===== config.mk =====
export PLATFORM = sky130hd
export DESIGN_NAME = sbb_lane
export DESIGN_NICKNAME = d
export VERILOG_FILES = /design/src/design/sbb_pkg.sv /design/src/design/sbb_lane.sv
export SDC_FILE = /design/constraint.sdc
export NUM_CORES = 1
export LEC_CHECK = 0
export CAP_MARGIN = 20
export CORE_ASPECT_RATIO = 0.7
export CORE_MARGIN = 2
export CORE_UTILIZATION = 55
export DETAILED_ROUTE_END_ITERATION = 8
export DONT_BUFFER_PORTS = 1
export HOLD_SLACK_MARGIN = 0.1
export MAX_ROUTING_LAYER = met4
export PLACE_DENSITY = 0.7
export SLEW_MARGIN = 20
export SYNTH_ARGS = -nofsm -noshare
export SYNTH_HDL_FRONTEND = slang
export SYNTH_SLANG_ARGS = --single-unit

===== constraint.sdc =====
create_clock -name i_clk -period 17.4 [get_ports i_clk]
set_clock_uncertainty 0.05 [all_clocks]
set_input_delay 0.87 -clock i_clk [delete_from_list [all_inputs] [get_ports i_clk]]
set_output_delay 0.87 -clock i_clk [all_outputs]
set_load 0.05 [all_outputs]

===== src/design/sbb_pkg.sv =====
// ----------------------------------------------------------------------------
// sbb_pkg: shared types, constants and arithmetic for the blur and blend block
// Holds the line geometry, the per-beat control word, the result word and the
// fixed-point forms of the 3-tap blur and of the blend.
// ----------------------------------------------------------------------------
package sbb_pkg;

    // Line geometry
    localparam int unsigned MAX_WIDTH = 2048;
    localparam int unsigned COL_W     = (MAX_WIDTH > 1) ? $clog2(MAX_WIDTH) : 1;
    localparam int unsigned CNT_W     = COL_W + 1;

    // Field widths
    localparam int unsigned CH_W      = 8;
    localparam int unsigned NUM_LANES = 3;
    localparam int unsigned PIX_W     = CH_W * NUM_LANES;
    localparam int unsigned CFG_WID_W = 12;
    localparam int unsigned CFG_HGT_W = 16;
    localparam int unsigned ADDR_W    = 3;
    localparam int unsigned DATA_W    = 32;

    // Register reset values
    localparam logic [CFG_WID_W-1:0] RESET_WIDTH  = 12'd2048;
    localparam logic [CFG_HGT_W-1:0] RESET_HEIGHT = 16'd1;

    // Reciprocals: floor(x/259) for x < 2^17, floor(x/255) for x < 2^16
    localparam logic [17:0] BLUR_RECIP  = 18'd259108;
    localparam int unsigned BLUR_SHIFT  = 26;
    localparam logic [16:0] BLEND_RECIP = 17'd65794;
    localparam int unsigned BLEND_SHIFT = 24;

    typedef enum logic {
        REG_FRAME_WIDTH  = 1'b0,
        REG_FRAME_HEIGHT = 1'b1
    } t_reg_idx;

    // Control that travels with a beat down the pipeline
    typedef struct packed {
        logic valid;
        logic first_row;
        logic flush;
        logic col_zero;
        logic last_col;
    } t_ctl;

    // One result beat
    typedef struct packed {
        logic [PIX_W-1:0] pix;
        logic             last_of_run;
        logic             last_of_frame;
    } t_result;

    // (129 + 255*c + 2*(a+b)) / 259
    function automatic logic [CH_W-1:0] blur3(input logic [CH_W-1:0] a,
                                              input logic [CH_W-1:0] c,
                                              input logic [CH_W-1:0] b);
        logic [16:0] sum;
        logic [34:0] prod;
        sum  = 17'd129 + (17'(c) << 8) - 17'(c) + (17'(a) << 1) + (17'(b) << 1);
        prod = 35'(sum) * 35'(BLUR_RECIP);
        return prod[BLUR_SHIFT +: CH_W];
    endfunction

    // (2*blur + 253*orig) / 255
    function automatic logic [CH_W-1:0] blend(input logic [CH_W-1:0] orig,
                                              input logic [CH_W-1:0] bl);
        logic [15:0] sum;
        logic [32:0] prod;
        sum  = (16'(bl) << 1) + 16'(orig) * 16'd253;
        prod = 33'(sum) * 33'(BLEND_RECIP);
        return prod[BLEND_SHIFT +: CH_W];
    endfunction

endpackage


===== src/design/sbb_lane.sv =====
// ----------------------------------------------------------------------------
// sbb_lane: blur and blend datapath for one byte channel
// Vertical tap on the line store data, horizontal tap over a three-wide window
// of vertical results, then both possible blends of the beat.
// ----------------------------------------------------------------------------
module sbb_lane
    import sbb_pkg::*;
(
    input  logic            i_clk,
    input  logic            i_rst_n,
    input  logic            i_adv,
    input  logic            i_s1_flush,
    input  t_ctl            i_s2,
    input  logic [CH_W-1:0] i_above,
    input  logic [CH_W-1:0] i_center,
    input  logic [CH_W-1:0] i_px,
    output logic [CH_W-1:0] o_res1,
    output logic [CH_W-1:0] o_res2
);

    logic [CH_W-1:0] s1_below;
    logic [CH_W-1:0] s1_v;
    logic [CH_W-1:0] r_v;
    logic [CH_W-1:0] r_pix_c;
    logic [CH_W-1:0] r_left;
    logic [CH_W-1:0] r_center;
    logic [CH_W-1:0] r_orig;
    logic [CH_W-1:0] s2_new_left;
    logic [CH_W-1:0] s2_h1;
    logic [CH_W-1:0] s2_h2;
    logic [CH_W-1:0] r_h1;
    logic [CH_W-1:0] r_h2;
    logic [CH_W-1:0] r_o1;
    logic [CH_W-1:0] r_o2;

    // Vertical tap; the bottom row repeats its center
    assign s1_below = i_s1_flush ? i_center : i_px;
    assign s1_v     = blur3(i_above, i_center, s1_below);

    always_ff @(posedge i_clk) begin
        if (i_adv) begin
            r_v     <= s1_v;
            r_pix_c <= i_center;
        end
    end

    // Horizontal taps: regular window and the replicated right edge
    assign s2_new_left = i_s2.col_zero ? r_v : r_center;
    assign s2_h1       = blur3(r_left, r_center, r_v);
    assign s2_h2       = blur3(s2_new_left, r_v, r_v);

    // Slide the window
    always_ff @(posedge i_clk) begin
        if (!i_rst_n) begin
            r_left   <= '0;
            r_center <= '0;
            r_orig   <= '0;
        end else if (i_adv && i_s2.valid) begin
            r_left   <= s2_new_left;
            r_center <= r_v;
            r_orig   <= r_pix_c;
        end
    end

    always_ff @(posedge i_clk) begin
        if (i_adv) begin
            r_h1 <= s2_h1;
            r_h2 <= s2_h2;
            r_o1 <= r_orig;
            r_o2 <= r_pix_c;
        end
    end

    // Blend with the original pixel
    assign o_res1 = blend(r_o1, r_h1);
    assign o_res2 = blend(r_o2, r_h2);

endmodule


* Yosys cells after proc, flatten, opt, wreduce, memory -nomap -nowiden
Cells that the tools add are included.
** Cells by class
- Multipliers :: 7
- $add $sub $neg :: 14
- Reductions and logical operators :: 1
- Multiplexer cells :: 2
** Operators with widths (count)
- $add A17 B9 Y17 :: 6
- $mul A17 B16 Y32 const B :: 3
- $mul A16 B16 Y31 const B :: 2
- $add A8 B16 Y17 const A :: 3
- $sub A17 B8 Y17 :: 3
- $add A9 B16 Y16 :: 2
- $mul A8 B8 Y16 const B :: 2
- $mux W8 :: 2
- $logic_and A1 B1 Y1 :: 1
** Word-level totals
- Input port bits :: 33
- Logic and storage cells :: 33
- Output and inout bits :: 16
- Register bits after elaboration :: 72

* Depth between registers and ports, before layout
Gate-level depths: netlist of run 1.
- Depth in word-level cells :: 5
- Gate-level depth with buffers :: 33
- Mapped depth without buffers :: 32

* Worst setup path after synthesis of run 1
No wires, ideal clock.
- Kind :: input to register
- Start point :: in i_s1_flush
- End point :: reg r_v[7] (data pin)
- Buffers on the path :: 1
- Data required time :: 17193 ps
- Setup time :: 157 ps
- Data arrival time :: 8670 ps
- Cell stages on the path :: 30
- Setup slack :: 8524 ps
- Path through :: clkbuf_1 -> mux2_2 -> fa_1 -> ha_1 -> ha_1 -> inv_1 -> fa_1 -> nor2b_1 -> o21a_1 -> nor2_1 -> xnor2_1 -> ha_1 -> xnor2_1 -> fa_1 -> inv_1 -> fa_1 -> fa_1 -> fa_1 -> inv_1 -> fa_1 -> inv_1 -> ha_1 -> a21o_1 -> a21oi_1 -> o211ai_1 -> a221o_1 -> o41ai_1 -> a31oi_1 -> and4_1 -> nor3_1
** On the way
- Cells in the longest elaborated chain, start to end :: 3
** RTL lines
- start, declared :: RTL line sbb_lane.sv:12 : input logic i_s1_flush,
- $mux W8 :: RTL line sbb_lane.sv:37 : assign s1_below = i_s1_flush ? i_center : i_px;
- $add A17 B9 Y17 :: RTL line sbb_pkg.sv:59 : sum = 17'd129 + (17'(c) << 8) - 17'(c) + (17'(a) << 1) + (17'(b) << 1);
- $mul A17 B16 Y32 :: RTL line sbb_pkg.sv:60 : prod = 35'(sum) * 35'(BLUR_RECIP);
- net s1_v[7] :: RTL line sbb_lane.sv:22 : logic [CH_W-1:0] s1_v;
- end signal, assigned :: RTL line sbb_lane.sv:42 : r_v <= s1_v;
- end, declared :: RTL line sbb_lane.sv:23 : logic [CH_W-1:0] r_v;
The timed path passes the listed nets, and every way through them passes these cells.
A chain may end at the register's enable or synchronous reset.

* Worst setup path after layout of run 1
- Start point :: reg r_o1[0]
- End point :: out o_res1[7]
** On the way
- Cells in the longest elaborated chain, start to end :: 3
** RTL lines
- start, declared :: RTL line sbb_lane.sv:33 : logic [CH_W-1:0] r_o1;
- start signal, assigned :: RTL line sbb_lane.sv:69 : r_o1 <= r_orig;
- $mul A8 B8 Y16 :: RTL line sbb_pkg.sv:69 : sum = (16'(bl) << 1) + 16'(orig) * 16'd253;
- $add A9 B16 Y16 :: RTL line sbb_pkg.sv:69
- $mul A16 B16 Y31 :: RTL line sbb_pkg.sv:70 : prod = 33'(sum) * 33'(BLEND_RECIP);
- end, declared :: RTL line sbb_lane.sv:17 : output logic [CH_W-1:0] o_res1,
Every way passes these cells.

==> metrics.txt, run 1 <==
# TYPE chip_impl_metric gauge
chip_impl_metric{name="finalSetupTns",unit="ns"} 0
chip_impl_metric{name="numClockSinks",unit=""} 72
chip_impl_metric{name="grt_start_max_net_pins",unit=""} 51
chip_impl_metric{name="use_met1",unit="%"} 32.6
chip_impl_metric{name="detail_route.iter0.violations",unit=""} 686
chip_impl_info{name="ys_dominant_reg_cell",value="sky130_fd_sc_hd__edfxtp_1"} 1
chip_impl_metric{name="multiInputGateArea",unit="mm2"} 0.0187
chip_impl_info{name="gr-max-usage-layer",value="met2"} 1
chip_impl_metric{name="num_rows",unit=""} 62
chip_impl_metric{name="dpl.hpwl",unit="mm"} 41.2
chip_impl_metric{name="buffer_ports.inserted",unit=""} 0
chip_impl_info{name="grt_setup_unrepaired",value="false"} 1
chip_impl_info{name="synth.top_cells.by_count",value="641 x sky130_fd_sc_hd__ha_1, 500 x sky130_fd_sc_hd__inv_1, 263 x sky130_fd_sc_hd__fa_1"} 1
chip_impl_metric{name="ant_nets",unit=""} 0
chip_impl_metric{name="dr.pass1.iters",unit=""} 5
chip_impl_metric{name="clock.fmax",unit="GHz"} 0.0997
chip_impl_metric{name="timing.final.ws_setup",unit="ns"} 7.37
chip_impl_metric{name="ff_latch_area",unit="mm2"} 0.00192
chip_impl_info{name="synthTopCellsByArea",value="sky130_fd_sc_hd__ha_1 36%, sky130_fd_sc_hd__fa_1 23%, sky130_fd_sc_hd__inv_1 8.3%"} 1
chip_impl_metric{name="synth_async_sr_flop_share",unit="%"} 0
chip_impl_metric{name="die_height",unit="um"} 173
chip_impl_metric{name="routedWlPerCell",unit="um"} 16.4
chip_impl_metric{name="finalCriticalPeriod",unit="ns"} 10.03
chip_impl_info{name="worstHoldStart",value="r_orig[1]"} 1
chip_impl_metric{name="maxCapViolations",unit=""} 0
chip_impl_metric{name="synth_area_per_cell",unit="um2"} 9.95
chip_impl_metric{name="netlist-cell-type-count",unit=""} 79
chip_impl_info{name="clock_tree_from_tritoncts",value="yes"} 1
chip_impl_metric{name="cts_made_buffers",unit=""} 9
chip_impl_info{name="crit_slowest_cell",value="sky130_fd_sc_hd__xnor2_1"} 1
chip_impl_info{name="timing.hold.worst.class",value="register to register"} 1
chip_impl_metric{name="final_nets",unit=""} 3216
chip_impl_metric{name="dieWidth",unit="um"} 246
chip_impl_info{name="timing_worst_setup_path_type",value="register to output pin"} 1
chip_impl_metric{name="synthToLayoutAreaGrowth",unit="%"} 4.55
chip_impl_metric{name="synth.yosys.warnings",unit=""} 0
chip_impl_metric{name="coreArea",unit="mm2"} 0.0407
chip_impl_info{name="worst_setup_path_start_kind",value="register"} 1
chip_impl_metric{name="die_area",unit="mm2"} 0.0427
chip_impl_metric{name="final.fill_count",unit=""} 3520
chip_impl_metric{name="cts_hold_buffers",unit=""} 0
chip_impl_metric{name="synth_seq_area_share",unit="%"} 8.52
chip_impl_metric{name="yosys_register_bits",unit=""} 72
chip_impl_metric{name="post-cts-setup-buffer-count",unit=""} 0
chip_impl_metric{name="synth_edf_count",unit=""} 48
chip_impl_metric{name="htree_num_levels",unit=""} 3
chip_impl_metric{name="synth_nets",unit=""} 3204
chip_impl_metric{name="clock_insertion_delay_at_the_later_pin_of_the_skew_report",unit="ns"} 0.34
chip_impl_metric{name="ff2ff_setup_slack",unit="ns"} 8.14
chip_impl_metric{name="gr-total-overflow",unit=""} 0
chip_impl_metric{name="initial_antenna_violation_count",unit=""} 3
chip_impl_info{name="synth_most_common_cell",value="sky130_fd_sc_hd__ha_1"} 1
chip_impl_info{name="launching_point_of_the_worst_reg2reg_path",value="r_v[1]"} 1
chip_impl_info{name="outcome",value="finished, final reports clean"} 1
chip_impl_metric{name="gr-usage-all-layers",unit="%"} 23.8
chip_impl_metric{name="detail_route.drc_violations",unit=""} 0
chip_impl_metric{name="met3_usage",unit="%"} 2.94
chip_impl_metric{name="clk_path_buf_depth",unit=""} 2
chip_impl_info{name="crit_top_cell",value="sky130_fd_sc_hd__ha_1"} 1
chip_impl_metric{name="cts_resized",unit=""} 0
chip_impl_metric{name="detailroute.via_count",unit=""} 15500
chip_impl_info{name="crit-reg2reg-capture",value="r_h2[7]"} 1
chip_impl_metric{name="drt_wl_total",unit="mm"} 46.4
chip_impl_metric{name="cp_slowest_stage_delay",unit="ns"} 0.88
chip_impl_metric{name="cp_max_fo",unit=""} 6
chip_impl_metric{name="reg_clk_slew_reported_paths",unit="ns"} 0.06
chip_impl_metric{name="cp.required",unit="ns"} 16.48
chip_impl_metric{name="final_layout_size_suffix_gt1_share",unit="%"} 2.58
chip_impl_metric{name="io_pins",unit=""} 49
chip_impl_metric{name="post-place-ws",unit="ns"} 7.79
chip_impl_metric{name="hold_violations",unit=""} 0
chip_impl_metric{name="vias_in_the_first_global_route",unit=""} 16400
chip_impl_metric{name="layout.core_utilization",unit="%"} 57.9
chip_impl_metric{name="post-synth-top-area-fraction",unit="%"} 35.5
chip_impl_metric{name="initial_utilization",unit="%"} 55.4
chip_impl_metric{name="via_count_normalized_by_instance_count",unit=""} 5.46
chip_impl_metric{name="globalRouteMet2Util",unit="%"} 38.6
chip_impl_info{name="whs_endpoint",value="r_o1[1]"} 1
chip_impl_metric{name="synth_cells",unit=""} 2267
chip_impl_metric{name="setup_viol",unit=""} 0
chip_impl_info{name="critical_path.endpoint_type",value="output pin"} 1
chip_impl_metric{name="critPathArrivalTime",unit="ns"} 9.11
chip_impl_info{name="cts_root_buf",value="sky130_fd_sc_hd__clkbuf_16"} 1
chip_impl_metric{name="gp_congestion",unit=""} 0.926
chip_impl_metric{name="grt_first_pass_wirelength",unit="mm"} 80.2
chip_impl_metric{name="worstMarginPinSlew",unit="ns"} 1.11
chip_impl_info{name="synth.largest_area_cell",value="sky130_fd_sc_hd__ha_1"} 1
chip_impl_metric{name="fin_crit_sh",unit="%"} 57.6
chip_impl_metric{name="hold_ws",unit="ns"} 0.381
chip_impl_metric{name="timing.hold.worst_path_depth",unit=""} 0
chip_impl_metric{name="max_slew_margin",unit="%"} 25.4
chip_impl_metric{name="timing.reg2reg.worst_path_depth",unit=""} 31
chip_impl_metric{name="synth.cell_area",unit="mm2"} 0.0226
chip_impl_metric{name="timing.final.max_slew_violations",unit=""} 0
## stage by stage
stage,instance area (um2),instances
2_1_floorplan,22600,2267
3_3_place_gp,23300,2812
3_5_place_dp,23300,2812
4_1_cts,23600,2828
5_1_grt,23600,2830
6_report,23600,2830
## routing by layer
metal | part of all wire (%) | up-vias
li1 | - | 7585
met1 | 48 | 7596
met2 | 46 | 234
met4 | 1.2 | 0
met5 | 0 | -
met3 | 4.1 | 37
## cell families after synthesis
family / count (synthesis) / synth area share, %
xor+xnor: 195 / 8.25
buf+inv: 511 / 8.51
simple gates: 277 / 6.01
flops: 72 / 8.52
compound gates: 295 / 9.22
fa+ha+maj: 907 / 59.0
mux: 10 / 0.483
## cell type report
class	count	share of cell area [%]
Multi-Input combinational cell	1684	79.4
Clock buffer	10	1.01
Sequential cell	72	8.15
Clock inverter	6	0.249
Timing Repair Buffer	11	0.350
Tap cell	544	2.89
Inverter	501	7.97
Antenna cell	2	0.0212
## registers in the layout, summed over array words and instances, names as in the netlist
| signal | cells |
|---|---|
| r_center | 8 |
| r_h1 | 8 |
| r_h2 | 8 |
| r_left | 8 |
| r_o1 | 8 |
| r_o2 | 8 |
| r_orig | 8 |
| r_pix_c | 8 |
| r_v | 8 |
## worst max path at each step
| stage | to | start | slack [ns] | cells past startpoint |
|---|---|---|---|---|
| detailed placement | r_v[7] | i_s1_flush | 7.79 | 29 |
| floorplan | r_v[7] | i_s1_flush | 8.52 | 30 |
| global placement | o_res1[7] | r_o1[0] | 7.87 | 28 |
| finish | o_res1[7] | r_o1[0] | 7.37 | 28 |
| CTS | o_res1[7] | r_o1[0] | 7.38 | 28 |
| global route | o_res1[7] | r_o1[0] | 6.83 | 27 |
## cell usage in the layout (no fill, tap or decap), drive strengths merged, types with 19 or more instances in the layout
cell type / count
dfxtp: 24
xor2: 79
nor2: 67
nor3: 22
fa: 263
xnor2: 115
ha: 641
a21oi: 69
inv: 501
o21ai: 32
and2: 19
a21o: 72
nand3: 20
nand2: 80
edfxtp: 48
## worst max-delay path, delay by kind of cell, from the launching register on
family,cells,cell delay [ns]
compound gates,6,1.32
fa+ha+maj,10,4.05
flops,1,0.54
buf+inv,4,0.23
simple gates,6,1.26
xor+xnor,2,1.37
Power of run 1 is left out: the tool's default activity adds up to more than one toggle a clock period on the data nets, which glitch-free logic cannot reach.
==> run 2: changes to the inputs <==
- ABC_AREA: unset -> 1
- clock period: 17.4 -> 9.47 ns (I/O delays scaled with it)
==> run 2 against run 1 <==
  * Setup slack got worse by 6.3 ns
  * Via count rose by 33%
  * Register-to-register slack got worse by 7.0 ns
  * Sequential share of layout area fell by 0.92 points
  * Non-clock buffer count fell by 7
  * Critical endpoint is now o_res1[5]
  * Routed wire length rose by 28%
  * Largest cell class unchanged
  * Hold slack got worse by 0.20 ns
  * Synthesized area rose by 13%
==> metrics.txt, run 2 <==
# TYPE chip_impl_metric gauge
chip_impl_info{name="outcome",value="finished, final reports clean"} 1
chip_impl_metric{name="cts_hold_buffers",unit=""} 0
chip_impl_metric{name="detailroute.via_count",unit=""} 20500
chip_impl_info{name="whs_endpoint",value="r_pix_c[6]"} 1
chip_impl_metric{name="critPathArrivalTime",unit="ns"} 7.91
chip_impl_metric{name="final_layout_size_suffix_gt1_share",unit="%"} 2.34
chip_impl_metric{name="synth_edf_count",unit=""} 48
chip_impl_metric{name="timing.reg2reg.worst_path_depth",unit=""} 33
chip_impl_metric{name="ff2ff_setup_slack",unit="ns"} 1.18
chip_impl_metric{name="finalSetupTns",unit="ns"} 0
chip_impl_info{name="synthTopCellsByArea",value="sky130_fd_sc_hd__ha_1 31%, sky130_fd_sc_hd__fa_1 21%, sky130_fd_sc_hd__inv_1 11%"} 1
chip_impl_info{name="crit-reg2reg-capture",value="r_h2[2]"} 1
chip_impl_info{name="worst_setup_path_start_kind",value="register"} 1
chip_impl_metric{name="io_pins",unit=""} 49
chip_impl_metric{name="fin_crit_sh",unit="%"} 89.0
chip_impl_metric{name="gp_congestion",unit=""} 0.980
chip_impl_metric{name="gr-usage-all-layers",unit="%"} 26.1
chip_impl_metric{name="maxCapViolations",unit=""} 0
chip_impl_info{name="ys_dominant_reg_cell",value="sky130_fd_sc_hd__edfxtp_1"} 1
chip_impl_metric{name="worstMarginPinSlew",unit="ns"} 1.09
chip_impl_metric{name="max_slew_margin",unit="%"} 26.8
chip_impl_metric{name="detail_route.iter0.violations",unit=""} 1167
chip_impl_metric{name="dieWidth",unit="um"} 262
chip_impl_metric{name="coreArea",unit="mm2"} 0.0462
chip_impl_metric{name="via_count_normalized_by_instance_count",unit=""} 5.30
chip_impl_info{name="worstHoldStart",value="i_center[6]"} 1
chip_impl_info{name="layout_commonest_cell",value="sky130_fd_sc_hd__inv_1"} 1
chip_impl_metric{name="gr-total-overflow",unit=""} 0
chip_impl_metric{name="routedWlPerCell",unit="um"} 15.3
chip_impl_metric{name="hold_violations",unit=""} 0
chip_impl_metric{name="reg_clk_slew_reported_paths",unit="ns"} 0.05
chip_impl_metric{name="vias_in_the_first_global_route",unit=""} 20400
chip_impl_metric{name="clk_path_buf_depth",unit=""} 2
chip_impl_info{name="timing_worst_setup_path_type",value="register to output pin"} 1
chip_impl_metric{name="synthToLayoutAreaGrowth",unit="%"} 4.05
chip_impl_metric{name="cts_made_buffers",unit=""} 9
chip_impl_metric{name="synth_cells",unit=""} 3239
chip_impl_metric{name="netlist-cell-type-count",unit=""} 43
chip_impl_metric{name="numClockSinks",unit=""} 72
chip_impl_metric{name="buffer_ports.inserted",unit=""} 0
chip_impl_metric{name="ff_latch_area",unit="mm2"} 0.00192
chip_impl_info{name="timing.hold.worst.class",value="primary input to register"} 1
chip_impl_metric{name="num_rows",unit=""} 66
chip_impl_metric{name="post-cts-setup-buffer-count",unit=""} 0
chip_impl_metric{name="setup_viol",unit=""} 0
chip_impl_info{name="synth.top_cells.by_count",value="751 x sky130_fd_sc_hd__inv_1, 641 x sky130_fd_sc_hd__ha_1, 569 x sky130_fd_sc_hd__nand2_1"} 1
chip_impl_metric{name="dr.pass1.iters",unit=""} 5
chip_impl_metric{name="cp_max_fo",unit=""} 7
chip_impl_metric{name="timing.hold.worst_path_depth",unit=""} 0
chip_impl_metric{name="cp.required",unit="ns"} 8.95
chip_impl_metric{name="post-synth-top-area-fraction",unit="%"} 31.4
chip_impl_metric{name="synth_nets",unit=""} 4176
chip_impl_info{name="clock_tree_from_tritoncts",value="yes"} 1
chip_impl_metric{name="initial_antenna_violation_count",unit=""} 0
chip_impl_info{name="most-common-layout-cells",value="751 x sky130_fd_sc_hd__inv_1, 641 x sky130_fd_sc_hd__ha_1, 569 x sky130_fd_sc_hd__nand2_1"} 1
chip_impl_metric{name="grt_first_pass_wirelength",unit="mm"} 98.4
chip_impl_metric{name="synth_async_sr_flop_share",unit="%"} 0
chip_impl_metric{name="synth.yosys.warnings",unit=""} 0
chip_impl_metric{name="detail_route.drc_violations",unit=""} 0
chip_impl_info{name="synth.largest_area_cell",value="sky130_fd_sc_hd__ha_1"} 1
chip_impl_metric{name="synth_area_per_cell",unit="um2"} 7.89
chip_impl_info{name="synth_most_common_cell",value="sky130_fd_sc_hd__inv_1"} 1
chip_impl_metric{name="multiInputGateArea",unit="mm2"} 0.0207
chip_impl_metric{name="antenna-diode-count",unit=""} 0
chip_impl_metric{name="timing.final.max_slew_violations",unit=""} 0
chip_impl_metric{name="final.fill_count",unit=""} 4223
chip_impl_metric{name="clock_insertion_delay_at_the_later_pin_of_the_skew_report",unit="ns"} 0.34
chip_impl_metric{name="final_nets",unit=""} 4182
chip_impl_metric{name="grt_start_max_net_pins",unit=""} 50
chip_impl_info{name="launching_point_of_the_worst_reg2reg_path",value="r_v[1]"} 1
chip_impl_metric{name="cts_resized",unit=""} 0
chip_impl_info{name="critical_path.endpoint_type",value="output pin"} 1
chip_impl_metric{name="synth_seq_area_share",unit="%"} 7.52
chip_impl_metric{name="dpl.hpwl",unit="mm"} 53.4
chip_impl_metric{name="die_area",unit="mm2"} 0.0482
chip_impl_metric{name="drt_wl_total",unit="mm"} 59.2
chip_impl_metric{name="finalCriticalPeriod",unit="ns"} 8.43
chip_impl_metric{name="ant_nets",unit=""} 0
chip_impl_metric{name="die_height",unit="um"} 184
chip_impl_metric{name="clock.fmax",unit="GHz"} 0.119
chip_impl_info{name="cts_root_buf",value="sky130_fd_sc_hd__clkbuf_16"} 1
chip_impl_metric{name="htree_num_levels",unit=""} 3
chip_impl_info{name="grt_setup_unrepaired",value="false"} 1
chip_impl_metric{name="synth.cell_area",unit="mm2"} 0.0255
chip_impl_metric{name="initial_utilization",unit="%"} 55.3
chip_impl_metric{name="yosys_register_bits",unit=""} 72
-- run 2: cell types whose count changed in the layout (fill, tap and decap cells not counted), moves of 15 or more --
cell | before | now
sky130_fd_sc_hd__nand4_1 | 10 | 38
sky130_fd_sc_hd__o21ai_0 | 31 | 97
sky130_fd_sc_hd__nand2_2 | 0 | 19
sky130_fd_sc_hd__nand3_1 | 20 | 119
sky130_fd_sc_hd__xnor2_1 | 108 | 29
sky130_fd_sc_hd__nand2_1 | 80 | 569
sky130_fd_sc_hd__and2_1 | 19 | 2
sky130_fd_sc_hd__a21boi_0 | 17 | 2
sky130_fd_sc_hd__nor2_1 | 67 | 192
sky130_fd_sc_hd__inv_1 | 500 | 751
sky130_fd_sc_hd__a21oi_1 | 68 | 172
sky130_fd_sc_hd__a21o_1 | 72 | 37
-- run 2: critical path: stages (launching register included) --
cell and delay, ns:
sky130_fd_sc_hd__edfxtp_1 0.53, sky130_fd_sc_hd__fa_1 0.62, sky130_fd_sc_hd__inv_1 0.06, sky130_fd_sc_hd__fa_1 0.50
sky130_fd_sc_hd__inv_1 0.06, sky130_fd_sc_hd__fa_1 0.52, sky130_fd_sc_hd__inv_1 0.05, sky130_fd_sc_hd__fa_1 0.52
sky130_fd_sc_hd__inv_1 0.04, sky130_fd_sc_hd__ha_1 0.34, sky130_fd_sc_hd__a21oi_1 0.21, sky130_fd_sc_hd__nand2_1 0.11
sky130_fd_sc_hd__a21oi_1 0.25, sky130_fd_sc_hd__o21ai_2 0.10, sky130_fd_sc_hd__xor2_2 0.38, sky130_fd_sc_hd__ha_1 0.31
sky130_fd_sc_hd__ha_1 0.30, sky130_fd_sc_hd__ha_1 0.30, sky130_fd_sc_hd__ha_1 0.30, sky130_fd_sc_hd__ha_1 0.31
sky130_fd_sc_hd__nand2_1 0.09, sky130_fd_sc_hd__nor2_1 0.18, sky130_fd_sc_hd__nand2_1 0.12, sky130_fd_sc_hd__nor4_1 0.18
sky130_fd_sc_hd__nand2_1 0.10, sky130_fd_sc_hd__nand2_2 0.15, sky130_fd_sc_hd__nand2_1 0.10, sky130_fd_sc_hd__xor2_1 0.80
-- run 2: area by class of cell --
| class | instances | share of cell area [%] |
|---|---|---|
| Timing Repair Buffer | 4 | 0.113 |
| Multi-Input combinational cell | 2400 | 78.0 |
| Clock buffer | 9 | 0.847 |
| Tap cell | 612 | 2.88 |
| Inverter | 758 | 10.7 |
| Sequential cell | 72 | 7.23 |
| Clock inverter | 7 | 0.179 |
-- run 2: worst max-delay path by stage --
stage | end | slack [ns] | startpoint
floorplan | r_v[3] | 1.55 | i_s1_flush
global placement | r_h2[2] | 1.34 | r_v[1]
detailed placement | r_h2[2] | 1.23 | r_v[1]
CTS | o_res1[5] | 1.02 | r_o1[0]
global route | o_res2[5] | 0.57 | r_o2[0]
finish | o_res1[5] | 1.04 | r_o1[0]
-- run 2: cells by family after synthesis --
kind of cell	share of synthesized area, %
xor gates and xnor gates	4.39
buffers and inverters	11.3
DFF	7.52
adders and majority gates	52.0
and+or+nand+nor	16.4
AOI/OAI and AO/OA	8.37
-- run 2: stage by stage --
stage | hold WS [ns] | worst slack (ns) | utilization [%] | cell area, um2 | cells
6_report | 0.179 | 1.04 | 57.6 | 26600 | 3862
2_1_floorplan | 0.359 | 1.55 | - | 25500 | 3239
3_3_place_gp | 0.367 | 1.34 | 57.0 | 26300 | 3846
4_1_cts | 0.166 | 1.02 | 57.6 | 26600 | 3862
5_1_grt | 0.163 | 0.572 | 57.6 | 26600 | 3862
3_5_place_dp | 0.364 | 1.23 | 57.0 | 26300 | 3846
-- run 2: layer usage --
metal / wire, um / track usage, % / part of all wire [%]
met4: 650 / 3.80 / 1.1
met1: 30300 / 38.0 / 51
met3: 3310 / 3.56 / 5.6
met5: 0 / - / 0
met2: 25000 / 39.4 / 42
Power of run 2 is left out for the same reason.
